## config.mk

```make
export PLATFORM = sky130hd
export DESIGN_NAME = priority_ready_queue_scheduler
export DESIGN_NICKNAME = d
export VERILOG_FILES = /design/src/prqs_pkg.sv /design/src/prqs_ram.sv /design/src/prqs_core.sv /design/src/priority_ready_queue_scheduler.sv
export SDC_FILE = /design/constraint.sdc
export NUM_CORES = 1
export LEC_CHECK = 0
export BUFFER_PORTS_ARGS = -buffer_cell sky130_fd_sc_hd__buf_4
export CAP_MARGIN = 20
export CORE_MARGIN = 4
export CORE_UTILIZATION = 55
export DETAILED_ROUTE_END_ITERATION = 8
export GPL_TIMING_DRIVEN = 0
export PLACE_DENSITY = 0.71
export SLEW_MARGIN = 20
export SYNTH_ARGS = -nofsm -noshare
export SYNTH_HDL_FRONTEND = slang
export SYNTH_SLANG_ARGS = --single-unit
```

## constraint.sdc

```tcl
create_clock -name clk -period 4.3 [get_ports clk]
set_clock_uncertainty 0.1 [all_clocks]
set_input_delay 0.215 -clock clk [delete_from_list [all_inputs] [get_ports clk]]
set_output_delay 0.215 -clock clk [all_outputs]
set_load 0.005 [all_outputs]
```

## src/prqs_pkg.sv

```systemverilog
// Package for the priority ready queue scheduler: codes, sequencer states,
// result record and default sizes. No dependencies; every other file imports it.
package prqs_pkg;

    localparam int PRQS_NUM_TASKS      = 16;
    localparam int PRQS_NUM_PRIORITIES = 4;

    localparam int ACTION_W   = 2;
    localparam int TASK_ID_W  = 4;
    localparam int PRIORITY_W = 2;

    localparam logic [ACTION_W-1:0] ACT_CREATE = 2'd0;
    localparam logic [ACTION_W-1:0] ACT_YIELD  = 2'd1;
    localparam logic [ACTION_W-1:0] ACT_FINISH = 2'd2;

    localparam logic STATUS_OK      = 1'b0;
    localparam logic STATUS_REFUSED = 1'b1;

    typedef enum logic [2:0] {
        ST_IDLE,
        ST_CREATE,
        ST_POP,
        ST_LINK,
        ST_REQUEUE,
        ST_NOP
    } prqs_state_t;

    typedef struct packed {
        logic [TASK_ID_W-1:0] active_task;
        logic                 running_valid;
        logic                 switched;
        logic                 status;
    } prqs_res_t;

endpackage

```

## src/prqs_ram.sv

```systemverilog
// Single write port, single read port memory with registered read data.
// Used for the task link list and the per-task priority table; imports prqs_pkg.
module prqs_ram
    import prqs_pkg::*;
#(
    parameter int DEPTH = PRQS_NUM_TASKS,
    parameter int WIDTH = TASK_ID_W
) (
    input  logic                     clk,
    input  logic                     we,
    input  logic [$clog2(DEPTH)-1:0] waddr,
    input  logic [WIDTH-1:0]         wdata,
    input  logic                     re,
    input  logic [$clog2(DEPTH)-1:0] raddr,
    output logic [WIDTH-1:0]         rdata
);

    logic [WIDTH-1:0] mem [DEPTH];
    logic [WIDTH-1:0] rdata_reg;

    always_ff @(posedge clk)
    begin
        if (we)
        begin
            mem[waddr] <= wdata;
        end
        if (re)
        begin
            rdata_reg <= mem[raddr];
        end
    end

    assign rdata = rdata_reg;

endmodule

```

## src/prqs_core.sv

```systemverilog
// Scheduler sequencer: ready queue heads and tails, live bits, running task,
// and the state machine that drives the link and priority memories (prqs_ram).
module prqs_core
    import prqs_pkg::*;
#(
    parameter int NUM_TASKS      = PRQS_NUM_TASKS,
    parameter int NUM_PRIORITIES = PRQS_NUM_PRIORITIES
) (
    input  logic                  clk,
    input  logic                  rst_n,
    input  logic                  in_valid,
    output logic                  in_ready,
    input  logic [ACTION_W-1:0]   action,
    input  logic [TASK_ID_W-1:0]  task_id,
    input  logic [PRIORITY_W-1:0] priority_req,
    input  logic                  out_free,
    output logic                  res_valid,
    output prqs_res_t             res
);

    localparam int TW = $clog2(NUM_TASKS);
    localparam int PW = (NUM_PRIORITIES > 1) ? $clog2(NUM_PRIORITIES) : 1;

    prqs_state_t state_reg, state_next;

    logic [TASK_ID_W-1:0]  id_reg;
    logic [PRIORITY_W-1:0] pri_reg;
    logic                  was_running_reg;
    logic [PW-1:0]         pop_q_reg;
    logic [TW-1:0]         pop_task_reg;
    logic [TW-1:0]         head_reg [NUM_PRIORITIES];
    logic [TW-1:0]         tail_reg [NUM_PRIORITIES];
    logic [NUM_PRIORITIES-1:0] nonempty_reg;
    logic [NUM_TASKS-1:0]  live_reg;
    logic [TW-1:0]         cur_task_reg;
    logic                  cur_valid_reg;

    logic [TW-1:0] id_idx;
    logic          create_ok;
    logic [PW-1:0] pri_cl;
    logic          any_ready;
    logic [PW-1:0] enc_q;
    logic [PW-1:0] q_idx;
    logic [TW-1:0] q_head;
    logic [TW-1:0] q_tail;
    logic          q_ne;

    logic          link_we, link_re;
    logic [TW-1:0] link_waddr, link_raddr, link_wdata, link_rdata;
    logic          prio_we, prio_re;
    logic [TW-1:0] prio_waddr, prio_raddr;
    logic [PW-1:0] prio_wdata, prio_rdata;

    prqs_ram #(.DEPTH(NUM_TASKS), .WIDTH(TW)) u_link_ram (
        .clk   (clk),
        .we    (link_we),
        .waddr (link_waddr),
        .wdata (link_wdata),
        .re    (link_re),
        .raddr (link_raddr),
        .rdata (link_rdata)
    );

    prqs_ram #(.DEPTH(NUM_TASKS), .WIDTH(PW)) u_prio_ram (
        .clk   (clk),
        .we    (prio_we),
        .waddr (prio_waddr),
        .wdata (prio_wdata),
        .re    (prio_re),
        .raddr (prio_raddr),
        .rdata (prio_rdata)
    );

    // Decode of the latched create request.
    assign id_idx    = TW'(id_reg);
    assign create_ok = (32'(id_reg) < 32'(NUM_TASKS)) && !live_reg[id_idx];
    assign pri_cl    = (32'(pri_reg) >= 32'(NUM_PRIORITIES)) ? PW'(NUM_PRIORITIES - 1)
                                                              : PW'(pri_reg);

    // Highest ready level: lowest index with a non-empty queue.
    always_comb
    begin
        any_ready = 1'b0;
        enc_q     = '0;
        for (int i = NUM_PRIORITIES - 1; i >= 0; i--)
        begin
            if (nonempty_reg[i])
            begin
                any_ready = 1'b1;
                enc_q     = PW'(i);
            end
        end
    end

    // One queue is looked at per cycle; the state picks which one.
    always_comb
    begin
        unique case (state_reg)
            ST_CREATE:  q_idx = pri_cl;
            ST_LINK:    q_idx = pop_q_reg;
            ST_REQUEUE: q_idx = prio_rdata;
            default:    q_idx = enc_q;
        endcase
    end

    assign q_head = head_reg[q_idx];
    assign q_tail = tail_reg[q_idx];
    assign q_ne   = nonempty_reg[q_idx];

    always_comb
    begin
        state_next = state_reg;
        unique case (state_reg) inside
            ST_IDLE:
            begin
                if (in_valid)
                begin
                    unique case (action) inside
                        ACT_CREATE:             state_next = ST_CREATE;
                        ACT_YIELD, ACT_FINISH:  state_next = ST_POP;
                        default:                state_next = ST_NOP;
                    endcase
                end
            end
            ST_CREATE, ST_REQUEUE, ST_NOP:
            begin
                if (out_free)
                begin
                    state_next = ST_IDLE;
                end
            end
            ST_POP:
            begin
                if (!any_ready)
                begin
                    if (out_free)
                    begin
                        state_next = ST_IDLE;
                    end
                end
                else if (q_head == q_tail)
                begin
                    state_next = ST_REQUEUE;
                end
                else
                begin
                    state_next = ST_LINK;
                end
            end
            ST_LINK:
            begin
                state_next = ST_REQUEUE;
            end
            default:
            begin
                state_next = ST_IDLE;
            end
        endcase
    end

    always_comb
    begin
        in_ready   = 1'b0;
        link_we    = 1'b0;
        link_waddr = q_tail;
        link_wdata = id_idx;
        link_re    = 1'b0;
        link_raddr = q_head;
        prio_we    = 1'b0;
        prio_waddr = id_idx;
        prio_wdata = pri_cl;
        prio_re    = 1'b0;
        prio_raddr = cur_task_reg;
        res_valid  = 1'b0;
        res.active_task   = cur_valid_reg ? TASK_ID_W'(cur_task_reg) : '0;
        res.running_valid = cur_valid_reg;
        res.switched      = 1'b0;
        res.status        = STATUS_OK;
        unique case (state_reg)
            ST_IDLE:
            begin
                in_ready = 1'b1;
            end
            ST_CREATE:
            begin
                if (out_free)
                begin
                    res_valid  = 1'b1;
                    res.status = create_ok ? STATUS_OK : STATUS_REFUSED;
                    prio_we    = create_ok;
                    link_we    = create_ok && q_ne;
                end
            end
            ST_POP:
            begin
                link_re = any_ready;
                prio_re = any_ready;
                if (!any_ready && out_free)
                begin
                    res_valid    = 1'b1;
                    res.switched = was_running_reg;
                end
            end
            ST_REQUEUE:
            begin
                if (out_free)
                begin
                    res_valid         = 1'b1;
                    res.active_task   = TASK_ID_W'(pop_task_reg);
                    res.running_valid = 1'b1;
                    res.switched      = 1'b1;
                    link_wdata        = cur_task_reg;
                    link_we           = cur_valid_reg && q_ne;
                end
            end
            ST_NOP:
            begin
                res_valid = out_free;
            end
            default:
            begin
            end
        endcase
    end

    always_ff @(posedge clk or negedge rst_n)
    begin
        if (!rst_n)
        begin
            state_reg       <= ST_IDLE;
            id_reg          <= '0;
            pri_reg         <= '0;
            was_running_reg <= 1'b0;
            pop_q_reg       <= '0;
            pop_task_reg    <= '0;
            nonempty_reg    <= '0;
            live_reg        <= '0;
            cur_task_reg    <= '0;
            cur_valid_reg   <= 1'b0;
            for (int i = 0; i < NUM_PRIORITIES; i++)
            begin
                head_reg[i] <= '0;
                tail_reg[i] <= '0;
            end
        end
        else
        begin
            state_reg <= state_next;
            unique case (state_reg)
                ST_IDLE:
                begin
                    if (in_valid)
                    begin
                        id_reg          <= task_id;
                        pri_reg         <= priority_req;
                        was_running_reg <= (action == ACT_FINISH) && cur_valid_reg;
                        // A finish retires the running task before the yield part.
                        if ((action == ACT_FINISH) && cur_valid_reg)
                        begin
                            live_reg[cur_task_reg] <= 1'b0;
                            cur_valid_reg          <= 1'b0;
                            cur_task_reg           <= '0;
                        end
                    end
                end
                ST_CREATE:
                begin
                    if (out_free && create_ok)
                    begin
                        live_reg[id_idx] <= 1'b1;
                        tail_reg[q_idx]  <= id_idx;
                        if (!q_ne)
                        begin
                            head_reg[q_idx]     <= id_idx;
                            nonempty_reg[q_idx] <= 1'b1;
                        end
                    end
                end
                ST_POP:
                begin
                    if (any_ready)
                    begin
                        pop_q_reg    <= enc_q;
                        pop_task_reg <= q_head;
                        if (q_head == q_tail)
                        begin
                            nonempty_reg[q_idx] <= 1'b0;
                        end
                    end
                end
                ST_LINK:
                begin
                    head_reg[pop_q_reg] <= link_rdata;
                end
                ST_REQUEUE:
                begin
                    if (out_free)
                    begin
                        // The preempted task goes back at its own priority.
                        if (cur_valid_reg)
                        begin
                            tail_reg[q_idx] <= cur_task_reg;
                            if (!q_ne)
                            begin
                                head_reg[q_idx]     <= cur_task_reg;
                                nonempty_reg[q_idx] <= 1'b1;
                            end
                        end
                        cur_task_reg  <= pop_task_reg;
                        cur_valid_reg <= 1'b1;
                    end
                end
                default:
                begin
                end
            endcase
        end
    end

`ifndef SYNTH
    a_res_needs_slot: assert property (@(posedge clk) disable iff (!rst_n)
        res_valid |-> out_free)
        else $error("result issued while the output register is occupied");

    a_running_is_live: assert property (@(posedge clk) disable iff (!rst_n)
        cur_valid_reg |-> live_reg[cur_task_reg])
        else $error("running task is not marked live");

    a_link_after_pop: assert property (@(posedge clk) disable iff (!rst_n)
        state_reg == ST_LINK |-> $past(state_reg) == ST_POP)
        else $error("link fetch state entered without a pop");

    a_switch_runs_task: assert property (@(posedge clk) disable iff (!rst_n)
        state_reg == ST_REQUEUE && out_free |=> cur_valid_reg)
        else $error("switch completed without a running task");

    a_finish_clears: assert property (@(posedge clk) disable iff (!rst_n)
        state_reg == ST_IDLE && in_valid && action == ACT_FINISH |=> !cur_valid_reg)
        else $error("finish did not retire the running task");
`endif

endmodule

```

## src/priority_ready_queue_scheduler.sv

```systemverilog
// Priority ready queue scheduler: handshake front end and result register.
// Depends on prqs_pkg and prqs_core (which holds the link and priority memories).
//
// Usage: the input channel (in_valid/in_ready) carries one scheduling event per
// beat: action (create, yield, finish), task_id and priority_req. The output
// channel (out_valid/out_ready) returns exactly one beat per event with the
// running task, whether a task runs, whether it changed, and a create status.
// in_ready is high only while the sequencer is idle; one event is processed at
// a time. Create, unknown actions and a yield or finish that finds every queue
// empty pass through the create, no-op or pop state and return to idle; a yield
// or finish that takes a ready task passes through pop and requeue, with a link
// fetch state between them when the popped queue holds more than one task,
// because the new queue head comes from the link memory's registered read port.
// The result enters the output register at the edge the block is ready again.
// Reset clears all queues, all live bits and the running task (idle). If the
// receiver stalls, the result waits in the output register; the next event is
// still accepted and processed up to its result, which then waits for the
// register to empty.
module priority_ready_queue_scheduler
    import prqs_pkg::*;
#(
    parameter int NUM_TASKS      = PRQS_NUM_TASKS,
    parameter int NUM_PRIORITIES = PRQS_NUM_PRIORITIES
) (
    input  logic                  clk,
    input  logic                  rst_n,
    input  logic                  in_valid,
    output logic                  in_ready,
    input  logic [ACTION_W-1:0]   action,
    input  logic [TASK_ID_W-1:0]  task_id,
    input  logic [PRIORITY_W-1:0] priority_req,
    output logic                  out_valid,
    input  logic                  out_ready,
    output logic [TASK_ID_W-1:0]  active_task,
    output logic                  running_valid,
    output logic                  switched,
    output logic                  status
);

    logic      out_valid_reg;
    prqs_res_t out_res_reg;
    logic      out_free;
    logic      res_valid;
    prqs_res_t res;

    assign out_free = !out_valid_reg || out_ready;

    prqs_core #(
        .NUM_TASKS      (NUM_TASKS),
        .NUM_PRIORITIES (NUM_PRIORITIES)
    ) u_core (
        .clk          (clk),
        .rst_n        (rst_n),
        .in_valid     (in_valid),
        .in_ready     (in_ready),
        .action       (action),
        .task_id      (task_id),
        .priority_req (priority_req),
        .out_free     (out_free),
        .res_valid    (res_valid),
        .res          (res)
    );

    always_ff @(posedge clk or negedge rst_n)
    begin
        if (!rst_n)
        begin
            out_valid_reg <= 1'b0;
        end
        else if (res_valid)
        begin
            out_valid_reg <= 1'b1;
        end
        else if (out_ready)
        begin
            out_valid_reg <= 1'b0;
        end
    end

    always_ff @(posedge clk)
    begin
        if (res_valid)
        begin
            out_res_reg <= res;
        end
    end

    assign out_valid     = out_valid_reg;
    assign active_task   = out_res_reg.active_task;
    assign running_valid = out_res_reg.running_valid;
    assign switched      = out_res_reg.switched;
    assign status        = out_res_reg.status;

endmodule

```

==> summary.md <==
| Metric | Value |
|---|---|
| Status | `complete, no violations` |
| Die span in x | `133 um` |
| Metal-1 WL | `8830 um` |
| Top cells by area, synth | `edfxtp_1 (38%), dfrtp_1 (21%), mux4_2 (3.4%)` |
| Max FFs per register | `64` |
| I/O Pins | `21` |
| Largest Register | `u_core.u_link_ram.mem` |
| CTS Root Cell | `clkbuf_16` |
| Final cycle utilization of the critical path | `99.6%` |
| Core Region | `around 15,000 sq um` |
| Top-area cell type share of the netlist area | `37.9%` |
| Slew at the pin closest to its max-slew limit | `0.945 ns` |
| CTS buffer count | `17` |
| Via density | `6.28` |
| Worst Path Required | `4.26 ns` |
| CTS tree | `built` |
| Tmin final | `4.28 ns` |
| Max Transition Viols Final | `0` |
| Clock slew at reported path FFs | `0.08 ns` |
| Pre-Repair DR Iteration Count | `5` |
| GRT overflow | `0` |
| Initial Util | `56.4%` |
| Via count | `6,081` |
| Slowest CP cell | `nor4_1` |
| PostCTS Resize Cnt | `0` |
| WP data arrival | `4.25 ns` |
| DR iter-0 viols | `~630` |
| Most frequent cell after synthesis | `edfxtp_1` |
| Post-synth EDFFs | `109` |
| Average wire per standard cell | `21.2 um` |
| Path type of the worst min-delay path | `in2reg` |
| Peak Freq | `233 MHz` |
| Highest routed layer | `met4` |
| Placer congestion estimate | `0.930` |
| Met2 wire length | `9900 um` |
| Warning count from the yosys run | `0` |
| Syn_nets | `711` |
| LEAKAGE | `0.00362 uW` |
| Register-to-register setup slack | `~0.015 ns` |
| First-pass GRT wire length | `33,100 um` |
| Max stage delay on crit path | `~0.84 ns` |
| Final Hold Vio Count | `0` |
| Peak fanout along the critical path | `17` |
| Initial antenna violation count | `0` |
| R2R Path End | `u_core.u_link_ram.mem[15][2]` |
| Worst Hold Depth | `5` |
| #FFs+latches synth | `183` |
| Setup ws final | `0.0153 ns` |
| DRT Wirelength | `between 20,000 and 25,000 um` |
| Min-Delay Endpoint | `u_core.state_reg[1]` |
| Max-slew headroom | `a little under two fifths` |
| Die height | `133 um` |
| Cells on worst reg2reg path | `8` |
| Critical Path End Type | `flip-flop` |
| Post-Syn Area | `approximately 8600 sq um` |
| # clock sinks | `183` |
| Top Registers | `u_core.u_link_ram.mem x64, u_core.u_prio_ram.mem x32` |
| Fin area | `9770 sq um` |
| Post-CTS setup buffer count | `0` |
| CP Cell Sequence | `inv_1, o311a_1, nand2_2, buf_2, a211oi_1, a31oi_1, nand2_1, nor4_1` |
| HP Start | `action[1]` |
| H-tree levels | `4` |
| DRT antenna net count | `0` |
| Most frequent cells after synthesis | `edfxtp_1 (109), dfrtp_1 (74), nor2_1 (68), o21ai_0 (54), nand2_1 (38)` |
| Yosys cell types | `70` |
| Met3 wire len | `1350 um` |
| Reg-to-Reg Start | `u_core.pri_cl[1]` |
| Synth Flop Type | `edfxtp_1` |
| Syn_area_per_cell | `12.4 sq um` |
| Max Buffers Root-to-Sink | `2` |
| Share of layout cells above drive strength 1 | `~16%` |
| IR drop worst, VDD | `0.000477 V` |
| Gr usage total | `23.9%` |
| # fillers | `1,166` |
| Overall Power | `about 8000 uW` |
| Worst setup SP type | `flip-flop` |
| DP HPWL | `14,100 um` |
| Die ar. | `17,800 sq um` |
| Largest net degree at the start of global routing | `75` |
| Placement Setup Slack | `0.163 ns` |
| Placed Area | `9060 sq um` |
| Port buffer count | `20` |
| Synth-to-Final Area Change | `13.0%` |
| Sequential share of the synthesized area | `~60%` |
| Max cap viols | `0` |
| Final #Nets | `~760` |
| # rows | `45` |
| Drc violations | `0` |
| Fraction of registers with async set/reset | `40.4%` |
| Count of final setup violators | `0` |
| CP Class | `reg2reg` |
| RSZ-0062 raised after global routing | `yes` |
| Synth Instances | `roughly 700` |
| PD cells | `around 840 nW/um^2` |
| Vias in the first global route | `approximately 6,000` |
| Yosys top cell by area | `edfxtp_1` |
| Clock Latency Late Sink | `0.44 ns` |
| Antenna Cells | `0` |
==> logic make-up after synthesis <==
kind of cell    count (synthesis)  synth area share (%)
simple gates                  235                  14.5
flops                         183                  59.3
compound gates                152                  12.0
mux                            69                  10.7
buf+inv                        52                  2.77
xor+xnor                        4                 0.405
fa+ha+maj                       2                 0.290
==> routing by layer <==
layer	vias to the layer above	global-route usage, %
met3	42	5.21
li1	2750	-
met1	3030	33.0
met2	259	37.9
met5	-	0
met4	0	8.57
==> what timing repair did <==
item	4_1_cts	5_1_grt
setup endpoints to repair	0	12
hold buffers	9	0
endpoints found under the hold margin	82	0
==> power by group <==
part           internal [uW]  switching [uW]  total [uW]
combinational           1430            2430        3860
clock                    846             752        1600
sequential              2420             297        2710
==> worst max-delay path: cells and delay by family, from the launching register on <==
kind,cells,cell delay [ns]
buffers and inverters,2,0.49
flip-flops,1,0.71
AO/OA/AOI/OAI,3,1.19
AND/OR/NAND/NOR,3,1.40
==> worst max-delay path by stage <==
stage	startpoint	end	cells past startpoint
after floorplan	u_core.id_idx[0]	u_core.u_link_ram.mem[11][0]	9
after global placement	u_core.pri_cl[1]	u_core.u_link_ram.mem[11][0]	8
after detailed placement	u_core.pri_cl[1]	u_core.u_link_ram.mem[11][0]	8
after CTS	u_core.pri_cl[1]	u_core.u_link_ram.mem[15][2]	8
after global routing	u_core.pri_cl[1]	u_core.u_link_ram.mem[15][3]	8
final	u_core.pri_cl[1]	u_core.u_link_ram.mem[15][2]	8
==> layout make-up <==
cell class | instances | area, sq um | share of cell area (%)
flip-flops and latches | 183 | 5120 | 52.5
well taps | 211 | 264 | 2.70
plain buffers | 43 | 205 | 2.10
repair buffers | 29 | 240 | 2.46
multi-input cells | 462 | 3280 | 33.6
clock buffers | 17 | 425 | 4.35
clock inverters | 15 | 198 | 2.02
inverters | 9 | 33.8 | 0.346
==> metrics by stage <==
step | setup TNS (ns) | hold slack, ns | instances | util, %
6_report | 0 | 0.195 | 969 | 63.8
5_1_grt | -1.86 | 0.248 | 969 | 63.8
4_1_cts | 0 | 0.181 | 969 | 63.8
3_5_place_dp | 0 | 0.311 | 928 | 59.1
3_3_place_gp | 0 | 0.307 | 928 | 59.1
2_1_floorplan | 0 | -0.181 | 697 | -
==> placed cells by master (no fill, tap or decap), types with 17 or more instances in the layout <==
| cell type | netlist | routed |
|---|---|---|
| nor2_1 | 68 | 68 |
| clkbuf_16 | 0 | 17 |
| clkbuf_1 | 22 | 22 |
| a21oi_1 | 20 | 20 |
| nor3_1 | 22 | 22 |
| edfxtp_1 | 109 | 109 |
| dfrtp_1 | 74 | 74 |
| o21ai_0 | 54 | 54 |
| buf_4 | 4 | 24 |
| a221o_1 | 17 | 17 |
| mux2i_1 | 29 | 29 |
| nand3_1 | 23 | 23 |
| mux2_2 | 24 | 24 |
| nand2_1 | 38 | 38 |
(Power assumes the default switching activity.)
